===== config.mk =====
export PLATFORM = sky130hd
export DESIGN_NAME = gdhsh_csr
export DESIGN_NICKNAME = d
export VERILOG_FILES = /design/src/design/gdhsh_pkg.sv /design/src/design/gdhsh_csr.sv
export SDC_FILE = /design/constraint.sdc
export NUM_CORES = 1
export LEC_CHECK = 0
export ABC_AREA = 1
export ABC_CLOCK_PERIOD_IN_PS = 1620
export BUFFER_PORTS_ARGS = -buffer_cell sky130_fd_sc_hd__buf_2
export CORE_MARGIN = 2
export CORE_UTILIZATION = 40
export CTS_CLUSTER_DIAMETER = 40
export DETAILED_ROUTE_END_ITERATION = 7
export GPL_TIMING_DRIVEN = 0
export PLACE_DENSITY = 0.66
export SYNTH_ARGS = -nofsm -noshare
export SYNTH_HDL_FRONTEND = slang
export SYNTH_SLANG_ARGS = --single-unit

===== constraint.sdc =====
create_clock -name clock -period 1.62 [get_ports clock]
set_input_delay 0.243 -clock clock [delete_from_list [all_inputs] [get_ports clock]]
set_output_delay 0.243 -clock clock [all_outputs]
set_load 0.005 [all_outputs]

===== src/design/gdhsh_pkg.sv =====
// Shared types and constants of the gated dual-hit spectrum histogrammer.
package gdhsh_pkg;

   localparam int COUNT_W    = 32;
   localparam int CSR_ADDR_W = 3;
   localparam int CSR_DATA_W = 20;
   localparam int REQ_DATA_W = 120;
   localparam int RSP_DATA_W = 40;

   // 1/16-count ADC over 4096 counts spans 2^16
   localparam int ADC_SPAN_SHIFT = 16;
   localparam int ADC_W          = 20;
   localparam int MODULE_W       = 5;
   localparam int CHANNEL_W      = 6;
   localparam int READ_BIN_W     = 7;

   typedef enum logic [CSR_ADDR_W-1:0] {
      CSR_TARGET_MODULE = 3'd0,
      CSR_TEMP_LOW      = 3'd1,
      CSR_TEMP_HIGH     = 3'd2,
      CSR_VOLT_LOW      = 3'd3,
      CSR_VOLT_HIGH     = 3'd4,
      CSR_INTERVAL_MAX  = 3'd5,
      CSR_ADC_FLOOR     = 3'd6
   } csr_index_type;

   typedef struct packed {
      logic [MODULE_W-1:0] target_module;
      logic signed [11:0]  temp_low;
      logic signed [11:0]  temp_high;
      logic [15:0]         volt_low;
      logic [15:0]         volt_high;
      logic [15:0]         interval_max;
      logic [ADC_W-1:0]    adc_floor;
   } cfg_type;

   localparam logic [MODULE_W-1:0] RST_TARGET_MODULE = 5'd0;
   localparam logic signed [11:0]  RST_TEMP_LOW      = -12'sd2048;
   localparam logic signed [11:0]  RST_TEMP_HIGH     = 12'sd2047;
   localparam logic [15:0]         RST_VOLT_LOW      = 16'd0;
   localparam logic [15:0]         RST_VOLT_HIGH     = 16'd65535;
   localparam logic [15:0]         RST_INTERVAL_MAX  = 16'd320;
   localparam logic [ADC_W-1:0]    RST_ADC_FLOOR     = 20'd6400;

   // decoded request handed from the front stage to the sequencer
   typedef struct packed {
      logic is_read;
      logic kept;
      logic hit_a;
      logic hit_b;
      logic read_ok;
      logic same_addr;
   } job_type;

   typedef enum logic [2:0] {
      ST_CLEAR,
      ST_IDLE,
      ST_RD_A,
      ST_RD_B,
      ST_WR_B,
      ST_DONE
   } state_type;

   function automatic logic [COUNT_W-1:0] sat_inc(input logic [COUNT_W-1:0] value);
      return (value == '1) ? value : value + COUNT_W'(1);
   endfunction

endpackage


===== src/design/gdhsh_csr.sv =====
// Configuration registers of the histogrammer.
module gdhsh_csr (
   input  logic                                clock,
   input  logic                                reset,
   input  logic                                csr_wen,
   input  logic [gdhsh_pkg::CSR_ADDR_W-1:0]    csr_addr,
   input  logic [gdhsh_pkg::CSR_DATA_W-1:0]    csr_wdata,
   output gdhsh_pkg::cfg_type                  cfg
);

   gdhsh_pkg::cfg_type cfg_ff, cfg_in;

   always_comb begin
      cfg_in = cfg_ff;
      if (csr_wen) begin
         unique case (gdhsh_pkg::csr_index_type'(csr_addr))
            gdhsh_pkg::CSR_TARGET_MODULE: cfg_in.target_module = csr_wdata[4:0];
            gdhsh_pkg::CSR_TEMP_LOW:      cfg_in.temp_low      = csr_wdata[11:0];
            gdhsh_pkg::CSR_TEMP_HIGH:     cfg_in.temp_high     = csr_wdata[11:0];
            gdhsh_pkg::CSR_VOLT_LOW:      cfg_in.volt_low      = csr_wdata[15:0];
            gdhsh_pkg::CSR_VOLT_HIGH:     cfg_in.volt_high     = csr_wdata[15:0];
            gdhsh_pkg::CSR_INTERVAL_MAX:  cfg_in.interval_max  = csr_wdata[15:0];
            gdhsh_pkg::CSR_ADC_FLOOR:     cfg_in.adc_floor     = csr_wdata[19:0];
            default: ;
         endcase
      end
   end

   always_ff @(posedge clock) begin
      if (reset) begin
         cfg_ff.target_module <= gdhsh_pkg::RST_TARGET_MODULE;
         cfg_ff.temp_low      <= gdhsh_pkg::RST_TEMP_LOW;
         cfg_ff.temp_high     <= gdhsh_pkg::RST_TEMP_HIGH;
         cfg_ff.volt_low      <= gdhsh_pkg::RST_VOLT_LOW;
         cfg_ff.volt_high     <= gdhsh_pkg::RST_VOLT_HIGH;
         cfg_ff.interval_max  <= gdhsh_pkg::RST_INTERVAL_MAX;
         cfg_ff.adc_floor     <= gdhsh_pkg::RST_ADC_FLOOR;
      end else begin
         cfg_ff <= cfg_in;
      end
   end

   assign cfg = cfg_ff;

endmodule


==> flow_summary.toml <==
[clock_network]
cts.repair.resized = 0
clk_path_buf_depth = 2
h-tree-depth = 3
clk_pin_slew_ns = 0.09
cts_root_buf = "clkbuf_8"
post-cts-setup-buffers = 0
cts-hold-fix-buffers = 0
cts_buffers = 9
clkSinkCount = 97
clock_latency_ns = 0.36
cts_tree = "done"

[logic_synthesis]
yosys_warnings = 0
synth_area_per_cell_sq_um = 7.06
yosys_register_bits = 97
syn_inst = 531
synth.net_count = 557
synthDistinctLibCells = 13
synth-seq-area-share_pct = 51.8
synth_area_sq_um = 3750

[worst_setup_path]
critPathArrivalTime_ns = 0.86
critPathKind = "reg -> out"
startpoint_type = "flip-flop"
crit_buf_inv = 1
cp_max_fo = 2
crit_slowest_cell = "dfxtp_1"
critPathMaxStageDelay_ns = 0.37
required_ns = 1.38
crit_family = "flip-flops"
crit_chain = "buf_2"
cp-end-kind = "primary output"

[detailed_routing]
detail-route-antenna-nets = 0
route.detailed.drc = 0
routedWlPerCell_microns = 14.2
first_pass_iters = 4
drt-initial-drc-count = 204
routed_via_density = 4.92
wl_mm = 11.1
vias = 3838

[power_and_ir_drop]
p_leak_nw = 2.42
peakVddDrop_mv = 0.485
powerDensity_nw_per_um2 = 1030
p_total_mw = 4.88

[global_routing]
grt_pass1_vias = 3585
track_usage_pct = 22.3
overflow = 0
grt_pass1_wl_mm = 17.5
grt_antenna_before_repair = 0
grt_max_degree = 16

[run]
maxCapViolations = 0

[floorplan]
initial_utilization_pct = 41.0
die_x_microns = 101
fp.dieH_microns = 101
core_sq_um = 9150
dieArea_sq_um = 10200
pin_count = 123
num_rows = 35

[sta]
max_slew.worst_pin.slew_ns = 0.523
slew_viol_final = 0
finalCriticalPeriod_ns = 1.10
finalCritPeriodShare_pct = 68.0
grt_setup_unrepaired = "no"
max_freq_mhz = 908
setup-violations-final = 0
finalSetupTns_ns = 0
skew_ns = 0
hold_viol = 0
max_slew_margin_pct = 65.2

[hold_path]
hold_path.class = "in -> reg"

[layout]
largest_reg_flops = 97
nets = 690
layout-drive-gt1-share_pct = 24.7
stdcell_count = 780
fillers = 937
area_growth_syn_to_layout_pct = 26.3
diodes = 0

[placed_design]
io_buffers = 122
hpwl_mm = 8.26
dp.cells = 764
gp_congestion = 0.828

[status]
status = "completed"
[report_power, final]
| part | leakage (nW) | internal (mW) | switching (mW) |
|---|---|---|---|
| Sequential | 0.790 | 2.47 | 0.0428 |
| Clock | 0.118 | 1.03 | 0.829 |
| Combinational | 1.51 | 0.186 | 0.329 |
| Total | 2.42 | 3.68 | 1.20 |
[cell usage in the layout, fill, tap and decap left out, drive strengths merged]
master,synthesis,layout
bufinv,0,3
inv,28,28
nor2,138,138
buf,26,148
nand2,141,141
dfxtp,97,97
nand3,97,97
clkinv,0,2
clkbuf,4,15
[per-stage QoR]
step,instance area [sq um],hold WS [ns],utilization [%],worst slack (ns)
floorplan,3750,0.356,-,0.578
global placement,4500,0.438,49.2,0.204
detailed placement,4500,0.446,49.2,0.152
CTS,4730,0.0830,51.7,0.510
global route,4730,0.0849,51.7,0.449
finish,4730,0.0901,51.7,0.519
[per-layer routing]
| metal | GRT usage [%] | vias up | share of wire [%] |
|---|---|---|---|
| met5 | 0 | - | 0 |
| met4 | 9.48 | 0 | 2.2 |
| met3 | 6.03 | 20 | 7.9 |
| met2 | 34.4 | 136 | 45 |
| met1 | 29.6 | 1759 | 45 |
| li1 | - | 1923 | - |
[worst paths after layout]
kind                                    start       to  slack, ns  cells after the start
worst min register to register        cfg[28]  cfg[28]       0.48                      2
worst max-delay path                  cfg[87]  cfg[87]       0.52                      1
worst min-delay path            csr_wdata[14]  cfg[50]       0.09                      3
worst max register to register        cfg[70]  cfg[70]       1.02                      2
[logic make-up after synthesis]
logic type	count (synthesis)	synth area share [%]
simple gates	376	41.5
buf+inv	58	6.67
flops	97	51.8
[final cells by class]
| type | count | area [sq um] | area share [%] |
|---|---|---|---|
| sequential | 97 | 1940 | 41.0 |
| multi-input combinational | 376 | 1560 | 32.9 |
| clock inverter | 5 | 104 | 2.19 |
| tap | 111 | 139 | 2.93 |
| timing repair buffer | 122 | 611 | 12.9 |
| buffer | 30 | 145 | 3.07 |
| inverter | 28 | 105 | 2.22 |
| clock buffer | 11 | 131 | 2.77 |
[cell usage after synthesis]
cell	count	area (sq um)
nor2_4	2	22.5
nand3_1	97	485
nor2_1	133	499
buf_4	4	30.0
dfxtp_1	97	1940
inv_2	5	18.8
nand2_2	1	6.26
nor2_2	3	18.8
clkbuf_1	4	15.0
nand2_1	140	526
buf_2	14	70.1
inv_1	23	86.3
buf_1	8	30.0
[worst min-delay path, cell delays in order]
cell	delay, ns
buf_2	0.09
nand2_1	0.05
nand3_1	0.05
Note: power is estimated with default switching activity, not from simulation.
