$ cat src/design/gdhsh_pkg.sv
// Shared types and constants of the gated dual-hit spectrum histogrammer.
package gdhsh_pkg;

   localparam int COUNT_W    = 32;
   localparam int CSR_ADDR_W = 3;
   localparam int CSR_DATA_W = 20;
   localparam int REQ_DATA_W = 120;
   localparam int RSP_DATA_W = 40;

   // 1/16-count ADC over 4096 counts spans 2^16
   localparam int ADC_SPAN_SHIFT = 16;
   localparam int ADC_W          = 20;
   localparam int MODULE_W       = 5;
   localparam int CHANNEL_W      = 6;
   localparam int READ_BIN_W     = 7;

   typedef enum logic [CSR_ADDR_W-1:0] {
      CSR_TARGET_MODULE = 3'd0,
      CSR_TEMP_LOW      = 3'd1,
      CSR_TEMP_HIGH     = 3'd2,
      CSR_VOLT_LOW      = 3'd3,
      CSR_VOLT_HIGH     = 3'd4,
      CSR_INTERVAL_MAX  = 3'd5,
      CSR_ADC_FLOOR     = 3'd6
   } csr_index_type;

   typedef struct packed {
      logic [MODULE_W-1:0] target_module;
      logic signed [11:0]  temp_low;
      logic signed [11:0]  temp_high;
      logic [15:0]         volt_low;
      logic [15:0]         volt_high;
      logic [15:0]         interval_max;
      logic [ADC_W-1:0]    adc_floor;
   } cfg_type;

   localparam logic [MODULE_W-1:0] RST_TARGET_MODULE = 5'd0;
   localparam logic signed [11:0]  RST_TEMP_LOW      = -12'sd2048;
   localparam logic signed [11:0]  RST_TEMP_HIGH     = 12'sd2047;
   localparam logic [15:0]         RST_VOLT_LOW      = 16'd0;
   localparam logic [15:0]         RST_VOLT_HIGH     = 16'd65535;
   localparam logic [15:0]         RST_INTERVAL_MAX  = 16'd320;
   localparam logic [ADC_W-1:0]    RST_ADC_FLOOR     = 20'd6400;

   // decoded request handed from the front stage to the sequencer
   typedef struct packed {
      logic is_read;
      logic kept;
      logic hit_a;
      logic hit_b;
      logic read_ok;
      logic same_addr;
   } job_type;

   typedef enum logic [2:0] {
      ST_CLEAR,
      ST_IDLE,
      ST_RD_A,
      ST_RD_B,
      ST_WR_B,
      ST_DONE
   } state_type;

   function automatic logic [COUNT_W-1:0] sat_inc(input logic [COUNT_W-1:0] value);
      return (value == '1) ? value : value + COUNT_W'(1);
   endfunction

endpackage

$ cat src/design/gdhsh_front.sv
// Request decode stage: window gating, hit selection, bin and address calculation.
module gdhsh_front #(
   parameter int CHANNELS = 64,
   parameter int BINS     = 64,
   parameter int MODULES  = 25,
   parameter int AW       = 13
) (
   input  logic                                clock,
   input  logic                                load,
   input  logic                                req_cmd,
   input  logic [gdhsh_pkg::REQ_DATA_W-1:0]    req_data,
   input  gdhsh_pkg::cfg_type                  cfg,
   output gdhsh_pkg::job_type                  job,
   output logic [AW-1:0]                       addr_a,
   output logic [AW-1:0]                       addr_b
);

   localparam int BW   = $clog2(BINS + 1);
   localparam int PW   = gdhsh_pkg::ADC_W + BW;
   localparam int QW   = PW - gdhsh_pkg::ADC_SPAN_SHIFT;
   localparam int SELW = (BW > gdhsh_pkg::READ_BIN_W) ? BW : gdhsh_pkg::READ_BIN_W;
   localparam int SW   = AW + 2;

   logic [15:0]                          interval;
   logic signed [11:0]                   temperature;
   logic [15:0]                          voltage;
   logic [gdhsh_pkg::MODULE_W-1:0]       first_module, second_module;
   logic [gdhsh_pkg::CHANNEL_W-1:0]      first_channel, second_channel;
   logic [gdhsh_pkg::ADC_W-1:0]          first_adc, second_adc;
   logic [1:0]                           bad_flags;
   logic [gdhsh_pkg::READ_BIN_W-1:0]     read_bin;

   logic                                 target_ok, kept, hit_a, hit_b, read_ok;
   logic [PW-1:0]                        prod_a, prod_b;
   logic [QW-1:0]                        quot_a, quot_b;
   logic [BW-1:0]                        bin_a, bin_b;
   logic [SELW-1:0]                      sel_bin_a;
   logic [SW-1:0]                        sum_a, sum_b;

   gdhsh_pkg::job_type                   job_ff, job_in;
   logic [AW-1:0]                        addr_a_ff, addr_b_ff, addr_a_in, addr_b_in;

   assign interval       = req_data[15:0];
   assign temperature    = req_data[27:16];
   assign voltage        = req_data[43:28];
   assign first_module   = req_data[48:44];
   assign first_channel  = req_data[54:49];
   assign first_adc      = req_data[74:55];
   assign second_module  = req_data[79:75];
   assign second_channel = req_data[85:80];
   assign second_adc     = req_data[105:86];
   assign bad_flags      = req_data[107:106];
   assign read_bin       = req_data[114:108];

   always_comb begin
      target_ok = 32'(cfg.target_module) < MODULES;
      kept = !req_cmd && (interval <= cfg.interval_max)
             && (temperature >= cfg.temp_low) && (temperature <= cfg.temp_high)
             && (voltage >= cfg.volt_low) && (voltage <= cfg.volt_high);
      hit_a = kept && target_ok && (first_module == cfg.target_module) && !bad_flags[0]
              && (first_adc > cfg.adc_floor) && (32'(first_channel) < CHANNELS);
      hit_b = kept && target_ok && (second_module == cfg.target_module) && !bad_flags[1]
              && (second_adc > cfg.adc_floor) && (32'(second_channel) < CHANNELS);
      read_ok = (32'(first_channel) < CHANNELS) && (32'(read_bin) <= BINS);

      // bin = floor(adc * BINS / 2^16), anything past the range lands in bin BINS
      prod_a = PW'(first_adc) * PW'(BINS);
      prod_b = PW'(second_adc) * PW'(BINS);
      quot_a = prod_a[PW-1:gdhsh_pkg::ADC_SPAN_SHIFT];
      quot_b = prod_b[PW-1:gdhsh_pkg::ADC_SPAN_SHIFT];
      bin_a  = (quot_a > QW'(BINS)) ? BW'(BINS) : quot_a[BW-1:0];
      bin_b  = (quot_b > QW'(BINS)) ? BW'(BINS) : quot_b[BW-1:0];

      sel_bin_a = req_cmd ? SELW'(read_bin) : SELW'(bin_a);
      sum_a = SW'(first_channel) * SW'(BINS + 1) + SW'(sel_bin_a);
      sum_b = SW'(second_channel) * SW'(BINS + 1) + SW'(bin_b);
      addr_a_in = sum_a[AW-1:0];
      addr_b_in = sum_b[AW-1:0];

      job_in.is_read   = req_cmd;
      job_in.kept      = kept;
      job_in.hit_a     = hit_a;
      job_in.hit_b     = hit_b;
      job_in.read_ok   = read_ok;
      job_in.same_addr = (addr_a_in == addr_b_in);
   end

   always_ff @(posedge clock) begin
      if (load) begin
         job_ff    <= job_in;
         addr_a_ff <= addr_a_in;
         addr_b_ff <= addr_b_in;
      end
   end

   assign job    = job_ff;
   assign addr_a = addr_a_ff;
   assign addr_b = addr_b_ff;

endmodule

$ cat config.mk
export PLATFORM = sky130hd
export DESIGN_NAME = gdhsh_front
export DESIGN_NICKNAME = d
export VERILOG_FILES = /design/src/design/gdhsh_pkg.sv /design/src/design/gdhsh_front.sv
export SDC_FILE = /design/constraint.sdc
export NUM_CORES = 1
export LEC_CHECK = 0
export BUFFER_PORTS_ARGS = -buffer_cell sky130_fd_sc_hd__clkbuf_2
export CAP_MARGIN = 20
export CORE_AREA = 2 2 107 109
export CTS_CLUSTER_DIAMETER = 80
export DETAILED_ROUTE_END_ITERATION = 8
export DIE_AREA = 0 0 109 111
export PLACE_DENSITY_LB_ADDON = 0.25
export SETUP_SLACK_MARGIN = 0.05
export SLEW_MARGIN = 30
export SYNTH_ARGS = -nofsm -noshare
export SYNTH_HDL_FRONTEND = slang
export SYNTH_SLANG_ARGS = --single-unit
$ cat constraint.sdc
create_clock -name clock -period 5.4 [get_ports clock]
set_clock_uncertainty 0.2 [all_clocks]
set_input_delay 0.27 -clock clock [delete_from_list [all_inputs] [get_ports clock]]
set_output_delay 0.27 -clock clock [all_outputs]
set_load 0.02 [all_outputs]
==> results.sh <==
export IMPL_die_x_um=109
export IMPL_critPathKind="in2reg"
export IMPL_synth_fp_nets=936
export IMPL_clkSinkCount=32
export IMPL_syn_instance_count=574
export IMPL_hold_class="in2reg"
export IMPL_setup_viol=0
export IMPL_drive_above_1_share_pct=32.4
export IMPL_multi_input_area_mm2=0.00383
export IMPL_synth_most_common_cell="ha_1"
export IMPL_drc=0
export IMPL_wl_per_cell_um=14.9
export IMPL_place_inst=963
export IMPL_cts_tree="built"
export IMPL_final_antenna_net_count=0
export IMPL_final_cells=971
export IMPL_finalHoldViolCount=0
export IMPL_end_kind="flip-flop"
export IMPL_row_count=39
export IMPL_io_pins=252
export IMPL_cp_num_buf_inv=1
export IMPL_die_area_mm2=0.0121
export IMPL_rsz0062_at_grt="false"
export IMPL_critical_path_cell_chain="clkbuf_2 -> or4_1 -> a21oi_1 -> a22o_1 -> ha_1 -> ha_1 -> fa_1 -> a211oi_2 -> o21bai_1 -> a21oi_1 -> xnor2_1 -> xor2_2 -> or4_4 -> a2111oi_2"
export IMPL_yosysSeqAreaShare_pct=18.6
export IMPL_max_vdd_ir_drop_mv=0.128
export IMPL_yosys_area_top_type="ha_1"
export IMPL_vias=5202
export IMPL_power_density_mw_per_mm2=165
export IMPL_maxCapViolations=0
export IMPL_fin_crit_ps=4210
export IMPL_nNetsFinal=1189
export IMPL_die_y_um=111
export IMPL_slew_headroom_pct=45.6
export IMPL_io_buffers=246
export IMPL_wirelength_mm=14.5
export IMPL_start_kind="input pin"
export IMPL_synth_commonest_cells="ha_1, inv_1, edfxtp_1"
export IMPL_cts_setup_buffers=0
export IMPL_grt_remaining_overflow=0
export IMPL_antenna_cells=0
export IMPL_power_mw=1.11
export IMPL_ys_warn_count=0
export IMPL_crit_path_top_delay_cell="or4_4"
export IMPL_cts_buffer_depth=2
export IMPL_setup_slack_ps=1190
export IMPL_status="completed"
export IMPL_crit_arrival_ps=4110
export IMPL_fillers=996
export IMPL_cts_root_buf="clkbuf_16"
export IMPL_max_stage_delay_ps=520
export IMPL_drtPass1Iterations=4
export IMPL_p_leak_nw=3.84
export IMPL_initial_utilization_pct=46.5
export IMPL_drtIter0Drc=149
export IMPL_critPathTopFamily="compound AO/OA/AOI/OAI gates"
export IMPL_cts_clk_slew_worst_paths_ps=50
export IMPL_grt_max_degree=33
export IMPL_dp_hpwl_mm=13.3
export IMPL_synth_edff_count=32
export IMPL_track_usage_pct=24.4
export IMPL_ys_flop_type="edfxtp_1"
export IMPL_async_flop_share_pct=0
export IMPL_synth_top_area_share_pct=34.0
export IMPL_first_global_vias=5498
export IMPL_critPathMaxFanout=5
export IMPL_syn_area_mm2=0.00516
export IMPL_core_mm2=0.0111
export IMPL_slew_violations=0
export IMPL_cts_resized=0
export IMPL_avgSynthCellArea_um2=8.98
export IMPL_place_ws_ps=933
export IMPL_synth_seq_cells=32
export IMPL_synth_area_top_cells="ha_1, edfxtp_1, inv_1"
export IMPL_via_per_inst=5.36
export IMPL_worstMarginPinSlew_ps=816
export IMPL_fmax_ghz=0.237
export IMPL_regArea_um2=961
export IMPL_yosysUniqueCellTypes=61
export IMPL_cts_buffers=5
export IMPL_required_ps=5290
export IMPL_fin_setup_tns_ps=0
export IMPL_holdBufCountCts=0
export IMPL_h_tree_depth=2
export IMPL_antenna_found_initial=0
export IMPL_grt_pass1_wl_mm=23.6
export IMPL_fin_crit_sh_pct=78.0
export IMPL_gp_congestion=0.925
export IMPL_syn_to_final_growth_pct=30.7
==> power by group <==
| part | leakage, nW | internal, mW | total, mW | switching, mW |
|---|---|---|---|---|
| combinational | 3.45 | 0.219 | 0.477 | 0.258 |
| clock | 0.0798 | 0.216 | 0.324 | 0.108 |
| sequential | 0.312 | 0.306 | 0.314 | 0.00805 |
| total | 3.84 | 0.742 | 1.11 | 0.373 |
==> area by class of cell <==
type                    count  share of cell area [%]
repair buffers            247                    18.4
clock buffers               5                    1.86
inverters                  97                    5.40
multi-input cells         444                    56.8
flip-flops and latches     32                    14.3
clock inverters             3                   0.631
well taps                 143                    2.66
==> per-stage QoR <==
| step | cell area, um^2 | hold WS (ps) | utilization (%) |
|---|---|---|---|
| global placement | 6570 | 333 | 59.3 |
| floorplan | 5160 | 169 | - |
| detailed placement | 6570 | 347 | 59.3 |
| CTS | 6740 | 61.1 | 60.8 |
| global route | 6740 | 80.8 | 60.8 |
| finish | 6740 | 67.8 | 60.8 |
==> metal layers <==
| layer | vias up | global-route usage, % | routed length, um |
|---|---|---|---|
| li1 | 2612 | - | - |
| met1 | 2351 | 25.7 | 5300 |
| met2 | 195 | 45.7 | 7590 |
| met3 | 44 | 5.29 | 1050 |
| met4 | 0 | 9.66 | 537 |
| met5 | - | 0 | 0 |
==> flip-flops by register name, indices dropped and copies added, names as in the netlist <==
register,count
job,6
addr_b,13
addr_a,13
==> cells in the final DEF, fill, tap and decap left out, types with 2 or more instances in the layout <==
cell type	instances
a221oi_1	2
mux2i_1	2
inv_1	97
nor4_1	4
nand4_1	24
a211o_1	3
nor2_1	17
a22o_1	5
xor2_1	15
nand2b_1	4
o31ai_1	3
nor2b_1	12
and3_1	6
nand2_1	14
clkbuf_16	5
o21ai_0	14
o21a_1	4
a21o_1	31
a21oi_1	31
o221ai_1	4
ha_1	140
a211oi_2	2
xnor2_1	21
a211oi_1	5
o211ai_1	2
fa_1	2
edfxtp_1	32
nor3_1	16
o21ai_1	2
nand3_1	14
clkbuf_2	246
and2_1	7
or4_1	3
a31oi_1	4
o21bai_1	4
==> cells by family (layout without fill, tap and decap cells) <==
family	after synthesis	in the layout	synth area share, %
DFF	32	32	18.6
adders and majority gates	142	142	34.7
AOI/OAI and AO/OA	130	130	18.1
xor gates and xnor gates	38	38	6.75
and+or+nand+nor	132	132	14.2
buffers and inverters	98	352	7.13
muxes	2	2	0.388
==> worst paths after layout <==
kind | startpoint | endpoint | cells after the start | slack (ps)
hold / removal | req_data[114] | job[1]$_DFFE_PP_ | 2 | 70
setup / recovery | req_data[73] | job[0]$_DFFE_PP_ | 14 | 1190
Note: power is estimated with default switching activity, not from simulation.
